===== src/rtl/ihp_pkg.sv =====
// Types, constants and helper functions of the IPv6 header parser.
package ihp_pkg;

    localparam int unsigned FixedLen    = 40;
    localparam int unsigned FragSpan    = 8;
    localparam int unsigned MaxExt      = 11;
    localparam int unsigned MinExtBytes = 2;
    localparam int unsigned IpVersion   = 6;

    localparam logic [7:0] PROTO_HOP_BY_HOP = 8'd0;
    localparam logic [7:0] PROTO_ROUTING    = 8'd43;
    localparam logic [7:0] PROTO_FRAGMENT   = 8'd44;
    localparam logic [7:0] PROTO_DST_OPTS   = 8'd60;

    typedef enum logic [1:0] {
        STATUS_OK      = 2'd0,
        STATUS_SHORT   = 2'd1,
        STATUS_VERSION = 2'd2
    } t_status;

    typedef struct packed {
        logic [7:0] data_byte;
        logic       last_byte;
    } t_beat;

    typedef struct packed {
        t_status     status;
        logic [7:0]  tclass;
        logic [19:0] flow_id;
        logic [7:0]  hops_left;
        logic [7:0]  final_protocol;
        logic [3:0]  ext_count;
        logic [15:0] payload_offset;
        logic [15:0] payload_bytes;
        logic [63:0] src_high;
        logic [63:0] src_low;
        logic [63:0] dst_high;
        logic [63:0] dst_low;
    } t_result;

    function automatic logic is_ext(input logic [7:0] proto);
        return (proto == PROTO_HOP_BY_HOP) || (proto == PROTO_ROUTING) ||
               (proto == PROTO_FRAGMENT) || (proto == PROTO_DST_OPTS);
    endfunction

endpackage


===== src/rtl/ihp_in_reg.sv =====
// Input register of the IPv6 header parser: holds one accepted byte beat.
module ihp_in_reg
    import ihp_pkg::*;
(
    input  logic  i_clk,
    input  logic  i_rst_n,
    input  logic  i_in_valid,
    input  t_beat i_beat,
    input  logic  i_take,
    output logic  o_stall,
    output logic  o_valid,
    output t_beat o_beat
);

    logic  r_valid;
    t_beat r_beat;

    assign o_stall = r_valid && !i_take;
    assign o_valid = r_valid;
    assign o_beat  = r_beat;

    always_ff @(posedge i_clk) begin
        if (!i_rst_n) begin
            r_valid <= 1'b0;
        end else if (!o_stall) begin
            r_valid <= i_in_valid;
        end
    end

    always_ff @(posedge i_clk) begin
        if (!o_stall && i_in_valid) begin
            r_beat <= i_beat;
        end
    end

endmodule


===== src/rtl/ihp_walk.sv =====
// Header capture and extension-header walk, one byte per cycle unless stalled.
module ihp_walk
    import ihp_pkg::*;
(
    input  logic    i_clk,
    input  logic    i_rst_n,
    input  logic    i_valid,
    input  t_beat   i_beat,
    input  logic    i_out_free,
    output logic    o_take,
    output logic    o_res_load,
    output t_result o_res
);

    logic [15:0] r_index, n_index;
    logic [31:0] r_w0, n_w0;
    logic [15:0] r_plen, n_plen;
    logic [7:0]  r_hop, n_hop;
    logic [63:0] r_addr [4];
    logic [63:0] n_addr [4];
    logic [7:0]  r_cur, n_cur;
    logic [15:0] r_hs, n_hs;
    logic [7:0]  r_pend_nh, n_pend_nh;
    logic [11:0] r_pend_span, n_pend_span;
    logic        r_pend_known, n_pend_known;
    logic [3:0]  r_cnt, n_cnt;
    logic        r_done, n_done;

    logic [15:0] s_pos;
    logic [7:0]  s_byte;
    logic [5:0]  s_addr_k;
    logic [15:0] s_off;
    logic [15:0] s_rem;
    logic [3:0]  s_cnt;

    assign s_pos    = r_index;
    assign s_byte   = i_beat.data_byte;
    assign s_addr_k = 6'(s_pos[5:0] - 6'd8);
    assign s_off    = 16'(s_pos - r_hs);

    assign o_take     = i_valid && (!i_beat.last_byte || i_out_free);
    assign o_res_load = o_take && i_beat.last_byte;

    always_comb begin
        n_index      = r_index;
        n_w0         = r_w0;
        n_plen       = r_plen;
        n_hop        = r_hop;
        n_addr       = r_addr;
        n_cur        = r_cur;
        n_hs         = r_hs;
        n_pend_nh    = r_pend_nh;
        n_pend_span  = r_pend_span;
        n_pend_known = r_pend_known;
        n_cnt        = r_cnt;
        n_done       = r_done;
        o_res        = '0;
        s_rem        = '0;
        s_cnt        = '0;

        if (o_take && (r_index != 16'hFFFF)) begin
            n_index = 16'(r_index + 16'd1);
            if (s_pos < 16'd4) begin
                case (s_pos[1:0])
                    2'd0:    n_w0[31:24] = s_byte;
                    2'd1:    n_w0[23:16] = s_byte;
                    2'd2:    n_w0[15:8]  = s_byte;
                    default: n_w0[7:0]   = s_byte;
                endcase
            end else if (s_pos == 16'd4) begin
                n_plen[15:8] = s_byte;
            end else if (s_pos == 16'd5) begin
                n_plen[7:0] = s_byte;
            end else if (s_pos == 16'd6) begin
                n_cur = s_byte;
            end else if (s_pos == 16'd7) begin
                n_hop = s_byte;
            end else if (s_pos < 16'(FixedLen)) begin
                n_addr[s_addr_k[4:3]][{3'(3'd7 - s_addr_k[2:0]), 3'b000} +: 8] = s_byte;
            end else if (!r_done && is_ext(r_cur) && (s_pos >= r_hs)) begin
                if (s_off == 16'd0) begin
                    n_pend_nh = s_byte;
                    if (r_cur == PROTO_FRAGMENT) begin
                        n_pend_known = 1'b1;
                        n_pend_span  = 12'(FragSpan);
                    end else begin
                        n_pend_known = 1'b0;
                        n_pend_span  = '0;
                    end
                end else if ((s_off == 16'd1) && (r_cur != PROTO_FRAGMENT)) begin
                    n_pend_known = 1'b1;
                    n_pend_span  = 12'({1'b0, s_byte, 3'b000}) + 12'd8;
                end else if (r_pend_known &&
                             (s_off == {4'b0000, 12'(r_pend_span - 12'd1)})) begin
                    n_cur        = r_pend_nh;
                    n_hs         = 16'(s_pos + 16'd1);
                    n_pend_nh    = '0;
                    n_pend_span  = '0;
                    n_pend_known = 1'b0;
                    n_cnt        = 4'(r_cnt + 4'd1);
                    if (4'(r_cnt + 4'd1) >= 4'(MaxExt)) begin
                        n_done = 1'b1;
                    end
                end
            end
        end

        if (n_index < 16'(FixedLen)) begin
            o_res.status = STATUS_SHORT;
        end else if (n_w0[31:28] != 4'(IpVersion)) begin
            o_res.status = STATUS_VERSION;
        end else begin
            s_rem = (n_index >= n_hs) ? 16'(n_index - n_hs) : 16'd0;
            s_cnt = n_cnt;
            if (!n_done && is_ext(n_cur) && (s_rem >= 16'(MinExtBytes))) begin
                s_cnt = 4'(n_cnt + 4'd1);
            end
            o_res.status         = STATUS_OK;
            o_res.tclass         = n_w0[27:20];
            o_res.flow_id        = n_w0[19:0];
            o_res.hops_left      = n_hop;
            o_res.final_protocol = n_cur;
            o_res.ext_count      = s_cnt;
            o_res.payload_offset = n_hs;
            o_res.payload_bytes  = (s_rem < n_plen) ? s_rem : n_plen;
            o_res.src_high       = n_addr[0];
            o_res.src_low        = n_addr[1];
            o_res.dst_high       = n_addr[2];
            o_res.dst_low        = n_addr[3];
        end

        if (o_res_load) begin
            n_index      = '0;
            n_cur        = '0;
            n_hs         = 16'(FixedLen);
            n_pend_nh    = '0;
            n_pend_span  = '0;
            n_pend_known = 1'b0;
            n_cnt        = '0;
            n_done       = 1'b0;
        end
    end

    always_ff @(posedge i_clk) begin
        if (!i_rst_n) begin
            r_index      <= '0;
            r_cur        <= '0;
            r_hs         <= 16'(FixedLen);
            r_pend_known <= 1'b0;
            r_cnt        <= '0;
            r_done       <= 1'b0;
        end else begin
            r_index      <= n_index;
            r_cur        <= n_cur;
            r_hs         <= n_hs;
            r_pend_known <= n_pend_known;
            r_cnt        <= n_cnt;
            r_done       <= n_done;
        end
    end

    always_ff @(posedge i_clk) begin
        r_w0        <= n_w0;
        r_plen      <= n_plen;
        r_hop       <= n_hop;
        r_addr      <= n_addr;
        r_pend_nh   <= n_pend_nh;
        r_pend_span <= n_pend_span;
    end

endmodule


===== src/rtl/ihp_out_reg.sv =====
// Result register of the IPv6 header parser with its output handshake.
module ihp_out_reg
    import ihp_pkg::*;
(
    input  logic    i_clk,
    input  logic    i_rst_n,
    input  logic    i_load,
    input  t_result i_res,
    input  logic    i_out_stall,
    output logic    o_free,
    output logic    o_valid,
    output t_result o_res
);

    logic    r_valid;
    t_result r_res;

    assign o_free  = !r_valid || !i_out_stall;
    assign o_valid = r_valid;
    assign o_res   = r_res;

    always_ff @(posedge i_clk) begin
        if (!i_rst_n) begin
            r_valid <= 1'b0;
        end else if (i_load) begin
            r_valid <= 1'b1;
        end else if (!i_out_stall) begin
            r_valid <= 1'b0;
        end
    end

    always_ff @(posedge i_clk) begin
        if (i_load) begin
            r_res <= i_res;
        end
    end

endmodule


===== src/rtl/ipv6_header_ext_parser_top.sv =====
// Top level of the IPv6 header parser with extension-header skip.
// The input channel carries one packet byte per beat, in network order, with
// i_last_byte marking the final byte of each packet.
// The output channel carries one result beat per packet: status, fixed header
// fields, both addresses, the final next header, the extension count and the
// payload offset and length.
// A byte is taken into an input register, and while it is held there the
// capture and walk logic updates the parser state and, on the last byte,
// loads the result register, which then holds a valid result beat until
// the receiver takes it.
// One byte is accepted in every cycle while the input does not stall, packets
// follow one another without gaps, and a byte without the last mark never waits for the output side.
// When the receiver stalls, the result holds; a last byte then waits in the
// input register until the result register is free, and the input stalls.
// Reset empties both registers and returns the parser to the start of a packet.
module ipv6_header_ext_parser_top
    import ihp_pkg::*;
(
    input  logic        i_clk,
    input  logic        i_rst_n,
    input  logic        i_in_valid,
    output logic        o_in_stall,
    input  logic [7:0]  i_data_byte,
    input  logic        i_last_byte,
    output logic        o_out_valid,
    input  logic        i_out_stall,
    output logic [1:0]  o_status,
    output logic [7:0]  o_tclass,
    output logic [19:0] o_flow_id,
    output logic [7:0]  o_hops_left,
    output logic [7:0]  o_final_protocol,
    output logic [3:0]  o_ext_count,
    output logic [15:0] o_payload_offset,
    output logic [15:0] o_payload_bytes,
    output logic [63:0] o_src_high,
    output logic [63:0] o_src_low,
    output logic [63:0] o_dst_high,
    output logic [63:0] o_dst_low
);

    t_beat   s_in_beat;
    t_beat   s_reg_beat;
    logic    s_reg_valid;
    logic    s_take;
    logic    s_out_free;
    logic    s_res_load;
    t_result s_res;
    t_result s_out_res;

    assign s_in_beat.data_byte = i_data_byte;
    assign s_in_beat.last_byte = i_last_byte;

    ihp_in_reg u_in_reg (
        .i_clk      (i_clk),
        .i_rst_n    (i_rst_n),
        .i_in_valid (i_in_valid),
        .i_beat     (s_in_beat),
        .i_take     (s_take),
        .o_stall    (o_in_stall),
        .o_valid    (s_reg_valid),
        .o_beat     (s_reg_beat)
    );

    ihp_walk u_walk (
        .i_clk      (i_clk),
        .i_rst_n    (i_rst_n),
        .i_valid    (s_reg_valid),
        .i_beat     (s_reg_beat),
        .i_out_free (s_out_free),
        .o_take     (s_take),
        .o_res_load (s_res_load),
        .o_res      (s_res)
    );

    ihp_out_reg u_out_reg (
        .i_clk       (i_clk),
        .i_rst_n     (i_rst_n),
        .i_load      (s_res_load),
        .i_res       (s_res),
        .i_out_stall (i_out_stall),
        .o_free      (s_out_free),
        .o_valid     (o_out_valid),
        .o_res       (s_out_res)
    );

    assign o_status         = s_out_res.status;
    assign o_tclass         = s_out_res.tclass;
    assign o_flow_id        = s_out_res.flow_id;
    assign o_hops_left      = s_out_res.hops_left;
    assign o_final_protocol = s_out_res.final_protocol;
    assign o_ext_count      = s_out_res.ext_count;
    assign o_payload_offset = s_out_res.payload_offset;
    assign o_payload_bytes  = s_out_res.payload_bytes;
    assign o_src_high       = s_out_res.src_high;
    assign o_src_low        = s_out_res.src_low;
    assign o_dst_high       = s_out_res.dst_high;
    assign o_dst_low        = s_out_res.dst_low;

endmodule


===== config.mk =====
export PLATFORM = sky130hd
export DESIGN_NAME = ipv6_header_ext_parser_top
export DESIGN_NICKNAME = d
export VERILOG_FILES = /design/src/rtl/ihp_pkg.sv /design/src/rtl/ihp_in_reg.sv /design/src/rtl/ihp_walk.sv /design/src/rtl/ihp_out_reg.sv /design/src/rtl/ipv6_header_ext_parser_top.sv
export SDC_FILE = /design/constraint.sdc
export NUM_CORES = 1
export LEC_CHECK = 0
export BUFFER_PORTS_ARGS = -buffer_cell sky130_fd_sc_hd__buf_2
export CAP_MARGIN = 25
export CORE_ASPECT_RATIO = 1.1
export CORE_MARGIN = 2
export CORE_UTILIZATION = 50
export DETAILED_ROUTE_END_ITERATION = 10
export GPL_TIMING_DRIVEN = 0
export PLACE_DENSITY = 0.83
export SETUP_SLACK_MARGIN = 0.02
export SLEW_MARGIN = 15
export SYNTH_ARGS = -nofsm -noshare
export SYNTH_HDL_FRONTEND = slang
export SYNTH_SLANG_ARGS = --single-unit

===== constraint.sdc =====
create_clock -name i_clk -period 10.8 [get_ports i_clk]
set_input_delay 0 -clock i_clk [delete_from_list [all_inputs] [get_ports i_clk]]
set_output_delay 0 -clock i_clk [all_outputs]
set_load 0.05 [all_outputs]

== Word level (Yosys, flattened, before mapping) ==
Index checks and enable logic that the tools add are counted.
W data, S select, Z words.

* Bits of input ports: 13
* Register bits after elaboration: 727
* Word-level logic and storage cells: 208

* Shift-type cells: 2
* Reduce and logical (&&, ||, !) cells: 38
* Add/sub/neg operators: 10
* Magnitude comparators: 10
* Equal/unequal tests: 19
* Muxes and demuxes: 90
* Bitwise gates (word level): 8

{| class="wikitable"
|+ Operators by type and width
! operator !! count
|-
| $mux W256 || 7
|-
| $bwmux W256 || 1
|-
| $mux W16 || 16
|-
| $mux W8 || 27
|-
| $demux W64 S2 || 1
|-
| $eq A16 B3 Y1 const B || 4
|-
| $mux W32 || 2
|-
| $mux W64 || 1
|-
| $shift A8 B8 Y64 const A || 1
|-
| $shiftx A8 B8 Y64 || 1
|-
| $mux W4 || 13
|-
| $eq A8 B6 Y1 const B || 6
|-
| $mux W12 || 3
|-
| $ge A16 B16 Y1 || 2
|-
| $lt A16 B6 Y1 const B || 2
|-
| $sub A16 B16 Y16 || 2
|-
| $mux W1 || 18
|-
| $add A16 B1 Y16 const B || 1
|-
| $eq A16 B1 Y1 const B || 1
|-
| $eq A16 B12 Y1 || 1
|-
| $ge A16 B2 Y1 const B || 1
|-
| $logic_not A16 Y1 || 1
|-
| $logic_not A8 Y1 || 2
|-
| $lt A16 B16 Y1 || 1
|-
| 29 further kinds || 62
|}

== Logic depth before layout (Yosys ltp) ==
Gate-level depths: netlist of the first run.

* Depth after elaboration: 21
* Gate-level depth with buffers: 33
* Gate-level depth less buffers: 29

== Hierarchy ==
From an unflattened synthesis of the first run, not the netlist that was laid out.

* Cell total of the unflattened synthesis: 2418
* Area total of the unflattened synthesis: 29165.5 µm²

{| class="wikitable"
|+ Modules (own cells, without submodules)
! module !! area an instance (µm²) !! seq. area each (µm²) !! times used !! cells each
|-
| ihp_walk || 18662.9 || 7507.2 || 1 || 2063
|-
| ihp_out_reg || 10184.8 || 10169.8 || 1 || 342
|-
| ihp_in_reg || 317.8 || 290.3 || 1 || 13
|}

== Least setup slack after synthesis of the first run ==
Ideal clock, no wire load.

* Path type: flip-flop to flip-flop
* Start point: register u_out_reg.r_valid, in the netlist u_out_reg.o_valid
* End point: register u_out_reg.r_res (netlist bit u_out_reg.o_res[0]) (enable)
* Library setup time: 0.834 ns
* Slack: -0.209 ns
* Clock period less this slack: 11.009 ns
* Arrival time: 10.176 ns
* Buffers on the path: 1
* Required time: 9.966 ns
* Cell stages (with the launch flop): 5
* Cell sequence: dfxtp_1 > nand2_1 > nand3_1 > clkinv_1 > clkbuf_1

* Word-level cells in the longest chain between the ends: 5

{| class="wikitable"
|+ Ends and longest elaborated chain
! what !! line !! RTL
|-
| from (decl) || ihp_out_reg.sv:15 || <nowiki>logic r_valid;</nowiki>
|-
| from (signal assigned) || ihp_out_reg.sv:24 || <nowiki>r_valid <= 1'b0;</nowiki>
|-
| from (signal assigned) || ihp_out_reg.sv:26 || <nowiki>r_valid <= 1'b1;</nowiki>
|-
| from (signal assigned) || ihp_out_reg.sv:28 || <nowiki>r_valid <= 1'b0;</nowiki>
|-
| $logic_not A1 Y1 || ihp_out_reg.sv:18 || <nowiki>assign o_free = !r_valid || !i_out_stall;</nowiki>
|-
| $logic_or A1 B1 Y1 || ihp_out_reg.sv:18 ||
|-
| $logic_or A1 B1 Y1 || ihp_walk.sv:41 || <nowiki>assign o_take = i_valid && (!i_beat.last_byte || i_out_free);</nowiki>
|-
| $logic_and A1 B1 Y1 || ihp_walk.sv:41 ||
|-
| $logic_and A1 B1 Y1 || ihp_walk.sv:42 || <nowiki>assign o_res_load = o_take && i_beat.last_byte;</nowiki>
|-
| net s_res_load || ipv6_header_ext_parser_top.sv:46 || <nowiki>logic s_res_load;</nowiki>
|-
| to (signal assigned) || ihp_out_reg.sv:34 || <nowiki>r_res <= i_res;</nowiki>
|-
| to (decl) || ihp_out_reg.sv:16 || <nowiki>t_result r_res;</nowiki>
|}

The timed path passes the listed nets, and every way through them passes these cells.
A chain may end at the register's enable or synchronous reset.

== Worst setup path in the final report of the first run ==
* Start point: register u_walk.r_index[0]
* End point: register u_out_reg.r_res (netlist bit u_out_reg.o_res[261]), data pin

* Word-level cells in the longest chain between the ends: 18
* Elaborated cells on any way between the ends: 46
* Those cells by class: add/sub: 3; order compare: 6; eq/ne: 8; mux: 22; reduce/logical: 7

{| class="wikitable"
|+ Ends and longest elaborated chain
! what !! line !! RTL
|-
| from (decl) || ihp_walk.sv:15 || <nowiki>logic [15:0] r_index, n_index;</nowiki>
|-
| from (signal assigned) || ihp_walk.sv:153 || <nowiki>r_index <= n_index;</nowiki>
|-
| $sub A16 B16 Y16 || ihp_walk.sv:39 || <nowiki>assign s_off = 16'(s_pos - r_hs);</nowiki>
|-
| $eq A16 B12 Y1 || ihp_walk.sv:94 || <nowiki>(s_off == {4'b0000, 12'(r_pend_span - 12'd1)})) begin</nowiki>
|-
| $logic_and A1 B1 Y1 || ihp_walk.sv:93 || <nowiki>end else if (r_pend_known &&</nowiki>
|-
| $mux W16 || ihp_walk.sv:93 ||
|-
| $mux W16 || ihp_walk.sv:90 || <nowiki>end else if ((s_off == 16'd1) && (r_cur != PROTO_FRAGMENT)) begin</nowiki>
|-
| $mux W16 || ihp_walk.sv:81 || <nowiki>if (s_off == 16'd0) begin</nowiki>
|-
| $mux W16 || ihp_walk.sv:80 || <nowiki>end else if (!r_done && is_ext(r_cur) && (s_pos >= r_hs)) begin</nowiki>
|-
| $mux W16 || ihp_walk.sv:78 || <nowiki>end else if (s_pos < 16'(FixedLen)) begin</nowiki>
|-
| [... 2 more ...] || n/a ||
|-
| $mux W16 || ihp_walk.sv:72 || <nowiki>end else if (s_pos == 16'd5) begin</nowiki>
|-
| $mux W16 || ihp_walk.sv:70 || <nowiki>end else if (s_pos == 16'd4) begin</nowiki>
|-
| $mux W16 || ihp_walk.sv:63 || <nowiki>if (s_pos < 16'd4) begin</nowiki>
|-
| $mux W16 || ihp_walk.sv:61 || <nowiki>if (o_take && (r_index != 16'hFFFF)) begin</nowiki>
|-
| $sub A16 B16 Y16 / $ge A16 B16 Y1 (equally long branches) || ihp_walk.sv:113 || <nowiki>s_rem = (n_index >= n_hs) ? 16'(n_index - n_hs) : 16'd0;</nowiki>
|-
| $mux W16 || ihp_walk.sv:113 ||
|-
| $lt A16 B16 Y1 || ihp_walk.sv:125 || <nowiki>o_res.payload_bytes = (s_rem < n_plen) ? s_rem : n_plen;</nowiki>
|-
| $mux W16 || ihp_walk.sv:125 ||
|}

Parallel ways exist; a longest one is shown, timed or not.

==> results of run 1 <==
==> synth_stat cells (all sizes together), types with 6 or more instances <==
| master | n |
|---|---|
| ha | 59 |
| o21a | 8 |
| nand2 | 92 |
| a22oi | 9 |
| o31ai | 9 |
| nand2b | 7 |
| inv | 67 |
| a21oi | 42 |
| xnor2 | 36 |
| mux2 | 285 |
| nand3 | 38 |
| or2 | 11 |
| o21ai | 47 |
| a31oi | 6 |
| or3 | 10 |
| nor3 | 28 |
| nor2 | 192 |
| edfxtp | 347 |
| xor2 | 28 |
| a21o | 14 |
| buf | 41 |
| o211ai | 8 |
| and3 | 22 |
| nor2b | 307 |
| mux2i | 57 |
| nor4 | 10 |
| dfxtp | 377 |
| nand4 | 22 |
| a211oi | 11 |
| and2 | 33 |
| clkbuf | 76 |
==> state kept, by name, indices dropped and copies added (netlist names) <==
name and count:
u_walk.r_w0 32, u_walk.r_pend_nh 8, u_in_reg.o_valid 1, u_walk.r_hop 8, u_out_reg.o_valid 1, u_walk.r_done 1
u_out_reg.o_res 338, u_walk.r_addr 256, u_walk.r_pend_span 9, u_walk.r_plen 16, u_walk.r_cnt 4, u_walk.r_hs 16
u_walk.r_cur 8, u_in_reg.o_beat 9, u_walk.r_index 16, u_walk.r_pend_known 1
==> logic make-up after synthesis <==
| logic type | Yosys count | synth area share (%) |
|---|---|---|
| compound gates | 195 | 4.67 |
| xor+xnor | 69 | 2.29 |
| fa+ha+maj | 61 | 2.63 |
| buf+inv | 185 | 2.49 |
| flops | 724 | 60.8 |
| mux | 342 | 12.8 |
| simple gates | 792 | 14.3 |
==> worst register-to-register path, delay by kind of cell, from the launching register on <==
kind            cells  cell delay, ns
mux                 2            0.54
xor+xnor            1            0.43
simple gates        7            1.60
fa+ha+maj           5            1.62
flops               1            0.66
buf+inv             6            1.45
compound gates     11            3.32
==> worst min-delay path by stage <==
stage,from,endpoint,slack (ns)
6_report,i_data_byte[1],u_in_reg.o_beat[2],0.08
3_5_place_dp,i_data_byte[6],u_in_reg.o_beat[7],0.18
3_3_place_gp,i_last_byte,u_in_reg.o_beat[0],0.18
5_1_grt,i_data_byte[1],u_in_reg.o_beat[2],0.07
4_1_cts,i_data_byte[1],u_in_reg.o_beat[2],0.06
2_1_floorplan,i_last_byte,u_in_reg.o_beat[0],0.1
==> per-stage QoR <==
stage | setup WS [ns] | area, sq um | total power [mW] | utilization (%) | instances
final | 0.962 | 35100 | 5.98 | 59.9 | 3631
after detailed placement | 1.18 | 32400 | 3.37 | 55.3 | 3484
after floorplan | 3.15 | 29500 | 3.27 | - | 2368
after CTS | 1.14 | 35100 | 6.01 | 59.9 | 3630
after global routing | 0.498 | 35100 | 6.15 | 59.9 | 3631
after global placement | 1.26 | 32300 | 3.37 | 55.1 | 3480
==> final cells by class <==
type	count	area, sq um	area share [%]
Multi-Input combinational cell	1459	10900	30.9
Clock inverter	43	612	1.74
Inverter	68	255	0.728
Buffer	117	490	1.40
Tap cell	760	951	2.71
Clock buffer	89	1950	5.55
Sequential cell	724	18000	51.2
Timing Repair Buffer	371	2000	5.71
==> where the power goes <==
part / leakage, nW / internal, mW / switching (mW)
logic: 6.16 / 0.102 / 0.270
clock network: 1.23 / 1.53 / 1.13
registers: 6.36 / 2.92 / 0.0264
==> routing by layer <==
metal / up-vias / track usage, % / share of wire, %
met5: - / 0 / 0
met4: 0 / 10.2 / 3.4
met3: 173 / 5.37 / 7.1
met2: 856 / 45.5 / 49
met1: 9781 / 33.3 / 41
li1: 9181 / - / -
==> what timing repair did <==
action | in CTS | in global routing
gates resized for setup | 0 | 0
endpoints found under the hold margin | 26 | 0
hold buffers | 14 | 0
setup endpoints to repair | 0 | 0
buffers inserted | 0 | 0
==> flow_metrics.env, run 1 <==
export IMPL_status="finished, final reports clean"
export IMPL_drive_gt1_share_pct=28.5
export IMPL_avgViaCountPerCell=5.51
export IMPL_areaGrowthSynthToFinish_pct=18.7
export IMPL_grt_util_all_layers_pct=26.6
export IMPL_ys_seq_area_share_pct=60.8
export IMPL_path_max_fanout=10
export IMPL_worst_path_stages=32
export IMPL_relSlewSlack_pct=25.0
export IMPL_drc=0
export IMPL_power_density_mw_per_mm2=171
export IMPL_critPathLaunch="u_walk.r_index[0]"
export IMPL_critPathBufInv=6
export IMPL_synth_fp_nets=2442
export IMPL_clk_latency_ns=0.65
export IMPL_ir_drop_mv=0.116
export IMPL_die_width_um=236
export IMPL_rsz0062_at_grt="false"
export IMPL_hold_violations=0
export IMPL_fin_nets=2886
export IMPL_wl_per_cell_um=22.6
export IMPL_rows=93
export IMPL_cpPeakStageDelay_ns=0.66
export IMPL_clk_path_buf_depth=3
export IMPL_yosys_top_cells_area="edfxtp_1 (35%), dfxtp_1 (26%), mux2_2 (11%)"
export IMPL_synth_cell_types=86
export IMPL_finalWeightedCongestion=0.974
export IMPL_slew_viol_final=0
export IMPL_numPortBuffers=352
export IMPL_dp_hpwl_mm=58.8
export IMPL_cts_tree="done"
export IMPL_p_leak_nw=13.8
export IMPL_wl_mm=82.1
export IMPL_synth_cell_area_sq_mm=0.0295
export IMPL_clkSlewWorstSetupHoldPaths_ns=0.07
export IMPL_worst_setup_path_start_kind="register"
export IMPL_synth_top_area_share_pct=35.3
export IMPL_drt_pre_antenna_iters=5
export IMPL_grt_pass1_wl_mm=123
export IMPL_r2r_cells=32
export IMPL_mostFrequentLayoutCell="dfxtp_1"
export IMPL_io_pins=353
export IMPL_grt_max_degree=95
export IMPL_finalCritPeriodShare_pct=91.1
export IMPL_start_util_pct=50.5
export IMPL_synthArstFlopShare_pct=0
export IMPL_grt_pass1_vias=20266
export IMPL_critPathRequiredTime_ns=11.16
export IMPL_tightest_slew_ns=1.13
export IMPL_critPathTopFamily="compound AO/OA/AOI/OAI gates"
export IMPL_period_needed_ns=9.84
export IMPL_ff2ff_setup_slack_ns=0.96
export IMPL_tns_ns=0
export IMPL_die_area_sq_mm=0.0611
export IMPL_reg2reg_from="u_walk.r_index[0]"
export IMPL_synth_avg_cell_area_sq_um=12.5
export IMPL_critPathArrivalTime_ns=10.20
export IMPL_worstReg2RegEnd="u_out_reg.o_res[261]"
export IMPL_min_path_cells=2
export IMPL_vias=19991
export IMPL_drv_cap=0
export IMPL_max_freq_mhz=102
export IMPL_report_final_setup_viol=0
export IMPL_ys_seq_elements=724
export IMPL_synth_flop_cell="dfxtp_1"
export IMPL_skew_ns=0.0359
export IMPL_antenna_found_initial=0
export IMPL_numCtsBuffers=71
export IMPL_chipHeight_um=259
export IMPL_num_antenna_cells=0
export IMPL_synth_edf_count=347
export IMPL_worstSetupPathType="register to register"
export IMPL_cp_end_kind="register"
export IMPL_drt_iter0_drc=1572
export IMPL_hold_ws_ns=0.0825
export IMPL_yosysTopAreaCell="edfxtp_1"
export IMPL_cts_sinks=724
export IMPL_layout_common_cells="dfxtp_1 (377), buf_2 (373), edfxtp_1 (347), nor2b_1 (307), mux2_2 (283)"
export IMPL_syn_inst=2368
export IMPL_yosysWarnings=0
export IMPL_fillers=4425
export IMPL_core_area_sq_mm=0.0585
export IMPL_worstSetupEndpoint="u_out_reg.o_res[261]"
export IMPL_hp_class="primary input to register"
export IMPL_grt_ovfl_total=0
export IMPL_cts_root_buffer_cell="clkbuf_16"
export IMPL_htree_levels=3
export IMPL_ant_nets=0
export IMPL_crit_slowest_cell="dfxtp_1"
No activity file was read; power rests on OpenSTA's default activity.
==> run 2, diff against run 1 <==
MAX_ROUTING_LAYER = met4   (was not set)
==> run 2 against run 1 <==
Against the previous run:
- critical path type unchanged
- non-clock buffer count did not move
- critical path depth did not move
- sequential power hardly changed
- global-route usage grew 0.80 points
- combinational power about the same
- setup slack better by 0.0014 ns
- cell count barely moved
- first-iteration DRC count is 0.76% higher
- power decreased by 2.5%
- sequential cell count unchanged
- clock-buffer cell count shrank 1
- routed wire length about the same
==> flow_metrics.env, run 2 (synthesis results as in run 1) <==
export IMPL_grt_util_all_layers_pct=27.4
export IMPL_internal_power_mw=4.47
export IMPL_holdBufCountCts=14
export IMPL_antenna_found_initial=0
export IMPL_fin_nets=2886
export IMPL_chipHeight_um=259
export IMPL_drt_iter0_drc=1584
export IMPL_cts_sinks=724
export IMPL_place_worst_setup_slack_ns=1.10
export IMPL_grt_pass1_wl_mm=123
export IMPL_hold_path_endpoint="u_in_reg.o_beat[0]"
export IMPL_dp_hpwl_mm=58.4
export IMPL_power_density_mw_per_mm2=167
export IMPL_hp_class="primary input to register"
export IMPL_wl_per_cell_um=22.6
export IMPL_hold_violations=0
export IMPL_p_leak_nw=13.7
export IMPL_tightest_slew_ns=1.06
export IMPL_drt_pre_antenna_iters=6
export IMPL_rows=93
export IMPL_drv_cap=0
export IMPL_clkSlewWorstSetupHoldPaths_ns=0.07
export IMPL_ff2ff_setup_slack_ns=0.96
export IMPL_grt_pass1_vias=20267
export IMPL_layout_common_cells="dfxtp_1 (377), buf_2 (373), edfxtp_1 (347), nor2b_1 (307), mux2_2 (283)"
export IMPL_avgViaCountPerCell=5.52
export IMPL_hold_ws_ns=0.0876
export IMPL_rsz0062_at_grt="false"
export IMPL_cts_tree="done"
export IMPL_mostFrequentLayoutCell="dfxtp_1"
export IMPL_wl_mm=82.1
export IMPL_clk_latency_ns=0.62
export IMPL_worstSetupPathType="register to register"
export IMPL_final_util_pct=59.6
export IMPL_p_total_mw=5.83
export IMPL_r2r_cells=32
export IMPL_worstReg2RegEnd="u_out_reg.o_res[261]"
export IMPL_period_needed_ns=9.84
export IMPL_ant_nets=0
export IMPL_cts_resized=0
export IMPL_grt_ovfl_total=0
export IMPL_drive_gt1_share_pct=28.1
export IMPL_worst_setup_path_start_kind="register"
export IMPL_ir_drop_mv=0.121
export IMPL_crit_slowest_cell="dfxtp_1"
export IMPL_grt_max_degree=102
export IMPL_start_util_pct=50.5
export IMPL_min_path_cells=2
export IMPL_drc=0
export IMPL_finalCritPeriodShare_pct=91.1
export IMPL_cp_end_kind="register"
export IMPL_skew_ns=0.0245
export IMPL_max_freq_mhz=102
export IMPL_finalWeightedCongestion=0.998
export IMPL_core_area_sq_mm=0.0585
export IMPL_die_area_sq_mm=0.0611
export IMPL_die_width_um=236
export IMPL_largest_reg_flops=338
export IMPL_htree_levels=3
export IMPL_cpPeakStageDelay_ns=0.63
export IMPL_vias=20047
export IMPL_critPathArrivalTime_ns=10.20
export IMPL_cts_setup_buffers=0
export IMPL_path_max_fanout=10
export IMPL_switchingPower_mw=1.37
export IMPL_critPathRequiredTime_ns=11.17
export IMPL_reg2reg_from="u_walk.r_index[0]"
export IMPL_clk_path_buf_depth=3
export IMPL_io_pins=353
export IMPL_clockPowerShare_pct=43.0
export IMPL_numPortBuffers=352
export IMPL_slew_viol_final=0
export IMPL_swShare_pct=23.4
export IMPL_report_final_setup_viol=0
export IMPL_cts_root_buffer_cell="clkbuf_16"
export IMPL_relSlewSlack_pct=29.4
export IMPL_hold_path_startpoint="i_last_byte"
export IMPL_status="finished, final reports clean"
export IMPL_numCtsBuffers=71
export IMPL_worst_slack_ns=0.963
export IMPL_num_antenna_cells=0
export IMPL_share_comb_of_total_power_pct=6.4
export IMPL_tns_ns=0
export IMPL_seq_power_share_pct=50.6
export IMPL_areaGrowthSynthToFinish_pct=18.0
==> run 2: cell types whose count changed in the layout (fill, tap and decap cells not counted), moves of 3 or more <==
cell / before / now
bufinv_16: 9 / 6
clkbuf_8: 7 / 4
clkinv_1: 6 / 15
clkinv_16: 4 / 0
==> run 2: power by group through the flow <==
stage	logic (mW)	clock network, mW	registers (mW)
2_1_floorplan	0.158	0	3.11
4_1_cts	0.372	2.53	2.95
3_3_place_gp	0.354	0	3.02
6_report	0.374	2.51	2.95
3_5_place_dp	0.366	0	3.01
5_1_grt	0.394	2.64	2.95
==> run 2: critical path, delay by kind of cell (launching register included) <==
| family | cells | cell delay (ns) |
|---|---|---|
| AOI/OAI and AO/OA | 11 | 3.35 |
| muxes | 2 | 0.50 |
| and+or+nand+nor | 7 | 1.59 |
| DFF | 1 | 0.63 |
| xor gates and xnor gates | 1 | 0.42 |
| buffers and inverters | 6 | 1.43 |
| adders and majority gates | 5 | 1.61 |
==> run 2: worst max path at each step <==
stage,startpoint,to,cells after the start
finish,u_walk.r_index[0],u_out_reg.o_res[261],32
global route,u_walk.r_index[0],u_out_reg.o_res[261],32
CTS,u_walk.r_index[0],u_out_reg.o_res[261],32
detailed placement,u_walk.r_index[0],u_out_reg.o_res[261],32
global placement,u_walk.r_index[0],u_out_reg.o_res[261],29
floorplan,u_walk.r_index[0],u_out_reg.o_res[267],32
==> run 2: cell type report <==
type,count,area (sq um)
plain buffers,117,490
clock buffers,88,1960
clock inverters,42,400
fillers,4547,23700
inverters,68,255
multi-input cells,1459,10900
flip-flops and latches,724,18000
well taps,760,951
repair buffers,371,2000
==> run 2: routing by layer <==
metal,vias to the layer above,share of wire [%],GRT usage [%]
met5,-,0,-
met4,0,3.7,11.1
met3,178,6.8,4.54
met2,858,49,46.1
met1,9828,40,32.9
li1,9183,-,-
==> run 2: per-stage QoR <==
stage	cell area [sq um]	instances
6_report	34900	3629
3_5_place_dp	32400	3484
3_3_place_gp	32300	3480
4_1_cts	34900	3628
2_1_floorplan	29500	2368
5_1_grt	34900	3629
==> run 3, diff against run 2 <==
ABC_AREA = 1   (was not set)
==> run 3 against run 2 <==
Against the previous run:
- register-to-register slack improved by 1.6 ns
- critical endpoint is now u_out_reg.o_res[262]
- critical path depth rose by 3
- final area increased by 3.9%
- largest cell class unchanged
- synthesized area grew 3.8%
- sequential power rose by 4%
- highest routed layer unchanged
- die area rose by 3.7%
- power up 12%
- sequential share of layout area fell by 1.9 points
- synthesized cell count grew 43%
==> flow_metrics.env, run 3 <==
export IMPL_fillers=5187
export IMPL_ys_seq_elements=724
export IMPL_hold_violations=0
export IMPL_dp_hpwl_mm=70.2
export IMPL_crit_slowest_cell="o21ai_0"
export IMPL_wl_mm=94.8
export IMPL_max_freq_mhz=122
export IMPL_synth_flop_cell="dfxtp_1"
export IMPL_avgViaCountPerCell=5.32
export IMPL_rsz0062_at_grt="false"
export IMPL_yosys_top_cells_count="nand2_1 (599), inv_1 (542), nor2_1 (428)"
export IMPL_top_layer="met4"
export IMPL_numPortBuffers=352
export IMPL_drt_pre_antenna_iters=6
export IMPL_numCtsBuffers=73
export IMPL_synth_cell_area_sq_mm=0.0307
export IMPL_hp_class="primary input to register"
export IMPL_largest_reg_flops=338
export IMPL_synthArstFlopShare_pct=0
export IMPL_htree_levels=3
export IMPL_clkSlewWorstSetupHoldPaths_ns=0.06
export IMPL_grt_pass1_vias=23730
export IMPL_power_density_mw_per_mm2=180
export IMPL_grt_max_degree=95
export IMPL_critPathTopFamily="simple AND/OR/NAND/NOR gates"
export IMPL_hold_ws_ns=0.0865
export IMPL_skew_ns=0.0274
export IMPL_cpPeakStageDelay_ns=0.72
export IMPL_wl_met3_mm=8.17
export IMPL_path_max_fanout=14
export IMPL_ant_nets=0
export IMPL_cts_tree="done"
export IMPL_cp_end_kind="register"
export IMPL_worstSetupPathType="register to register"
export IMPL_io_pins=353
export IMPL_start_util_pct=50.4
export IMPL_die_width_um=240
export IMPL_synth_avg_cell_area_sq_um=9.03
export IMPL_rows=95
export IMPL_chipHeight_um=264
export IMPL_status="finished, final reports clean"
export IMPL_synth_most_common_cell="nand2_1"
export IMPL_tns_ns=0
export IMPL_cts_sinks=724
export IMPL_placedInstanceArea_sq_mm=0.0336
export IMPL_synth_top_area_share_pct=34.0
export IMPL_relSlewSlack_pct=24.6
export IMPL_vias=25155
export IMPL_ys_seq_area_share_pct=58.6
export IMPL_slew_viol_final=0
export IMPL_report_final_setup_viol=0
export IMPL_worst_setup_path_start_kind="register"
export IMPL_ff2ff_setup_slack_ns=2.59
export IMPL_yosysWarnings=0
export IMPL_grt_util_all_layers_pct=30.5
export IMPL_yosys_top_cells_area="edfxtp_1 (34%), dfxtp_1 (25%), nand2_1 (7.3%)"
export IMPL_synth_fp_nets=3468
export IMPL_final_cell_area_sq_mm=0.0362
export IMPL_core_area_sq_mm=0.0609
export IMPL_synth_edf_count=347
export IMPL_drv_cap=0
export IMPL_yosysTopAreaCell="edfxtp_1"
export IMPL_synth_cell_types=47
export IMPL_antenna_found_initial=1
export IMPL_drt_iter0_drc=2757
export IMPL_num_antenna_cells=0
export IMPL_clk_latency_ns=0.64
export IMPL_wl_met1_mm=39.1
export IMPL_period_needed_ns=8.21
export IMPL_p_leak_nw=15.6
export IMPL_die_area_sq_mm=0.0633
export IMPL_finalWeightedCongestion=0.967
export IMPL_grt_ovfl_total=0
export IMPL_critPathBufInv=8
export IMPL_drc=0
export IMPL_mostFrequentLayoutCell="nand2_1"
export IMPL_drive_gt1_share_pct=14.3
export IMPL_syn_inst=3394
export IMPL_crit_top_cell="nand2_1"
export IMPL_ir_drop_mv=0.111
export IMPL_critPathArrivalTime_ns=8.61
export IMPL_fin_nets=3919
export IMPL_clk_path_buf_depth=3
export IMPL_cts_root_buffer_cell="clkbuf_16"
export IMPL_layout_common_cells="nand2_1 (599), inv_1 (542), nor2_1 (428), buf_2 (377), dfxtp_1 (377)"
export IMPL_dr_wl_met2_mm=43.1
export IMPL_areaGrowthSynthToFinish_pct=18.1
export IMPL_wl_per_cell_um=20.1
export IMPL_finalCritPeriodShare_pct=76.0
export IMPL_grt_pass1_wl_mm=140
export IMPL_cts_resized=0
export IMPL_tightest_slew_ns=1.13
export IMPL_critPathRequiredTime_ns=11.20
run 3: kinds of logic after synthesis:
| logic type | count (synthesis) | synth area share, % |
|---|---|---|
| multiplexers | 4 | 0.131 |
| AO/OA/AOI/OAI | 489 | 8.79 |
| AND/OR/NAND/NOR | 1404 | 20.3 |
| XOR/XNOR | 27 | 0.771 |
| adder cells (fa/ha/maj) | 61 | 2.54 |
| flip-flops | 724 | 58.6 |
| buffers and inverters | 685 | 8.85 |
run 3: layout make-up:
| cell class | instances | area, sq um | share of cell area (%) |
|---|---|---|---|
| sequential | 724 | 18000 | 49.6 |
| multi-input combinational | 1985 | 9990 | 27.6 |
| clock buffer | 107 | 2150 | 5.95 |
| inverter | 566 | 2120 | 5.87 |
| timing repair buffer | 376 | 2070 | 5.73 |
| tap | 824 | 1030 | 2.85 |
| buffer | 119 | 599 | 1.65 |
| clock inverter | 28 | 277 | 0.763 |
run 3: stage by stage:
stage | setup slack, ns | instances | util, % | total power, mW
after floorplan | 4.82 | 3394 | - | 3.72
after global placement | 2.74 | 4570 | 55.0 | 3.96
after detailed placement | 2.76 | 4579 | 55.3 | 3.98
after CTS | 2.69 | 4727 | 59.5 | 6.52
after global routing | 2.21 | 4729 | 59.5 | 6.73
final | 2.59 | 4729 | 59.5 | 6.52
run 3: worst paths after layout:
kind | cells after the start | endpoint | from
max | 35 | u_out_reg.o_res[262] | u_walk.r_index[0]
min reg2reg | 2 | u_walk.r_addr[103] | u_walk.r_addr[103]
min | 2 | u_in_reg.o_beat[7] | i_data_byte[6]
max reg2reg | 35 | u_out_reg.o_res[262] | u_walk.r_index[0]
run 3: what timing repair did:
action	CTS	global route
hold endpoints to repair	22	0
setup buffers	0	0
hold buffers	13	0
run 3: metal layers:
layer  up-vias  track usage (%)
met3       243             5.24
li1      11868                -
met1     11813             39.8
met4         0             12.9
met5         -                -
met2      1231             46.9
run 3: worst reg2reg max path, delay by kind of cell (launching register included):
kind,cells,cell delay [ns]
AO/OA/AOI/OAI,4,1.61
adder cells (fa/ha/maj),4,1.19
buffers and inverters,8,1.58
flip-flops,1,0.57
AND/OR/NAND/NOR,19,3.06
run 3: power by group:
group	total, mW	internal [mW]	leakage [nW]	switching [mW]
logic	0.876	0.220	8.01	0.655
clock network	2.57	1.47	1.19	1.10
registers	3.07	3.02	6.37	0.0494
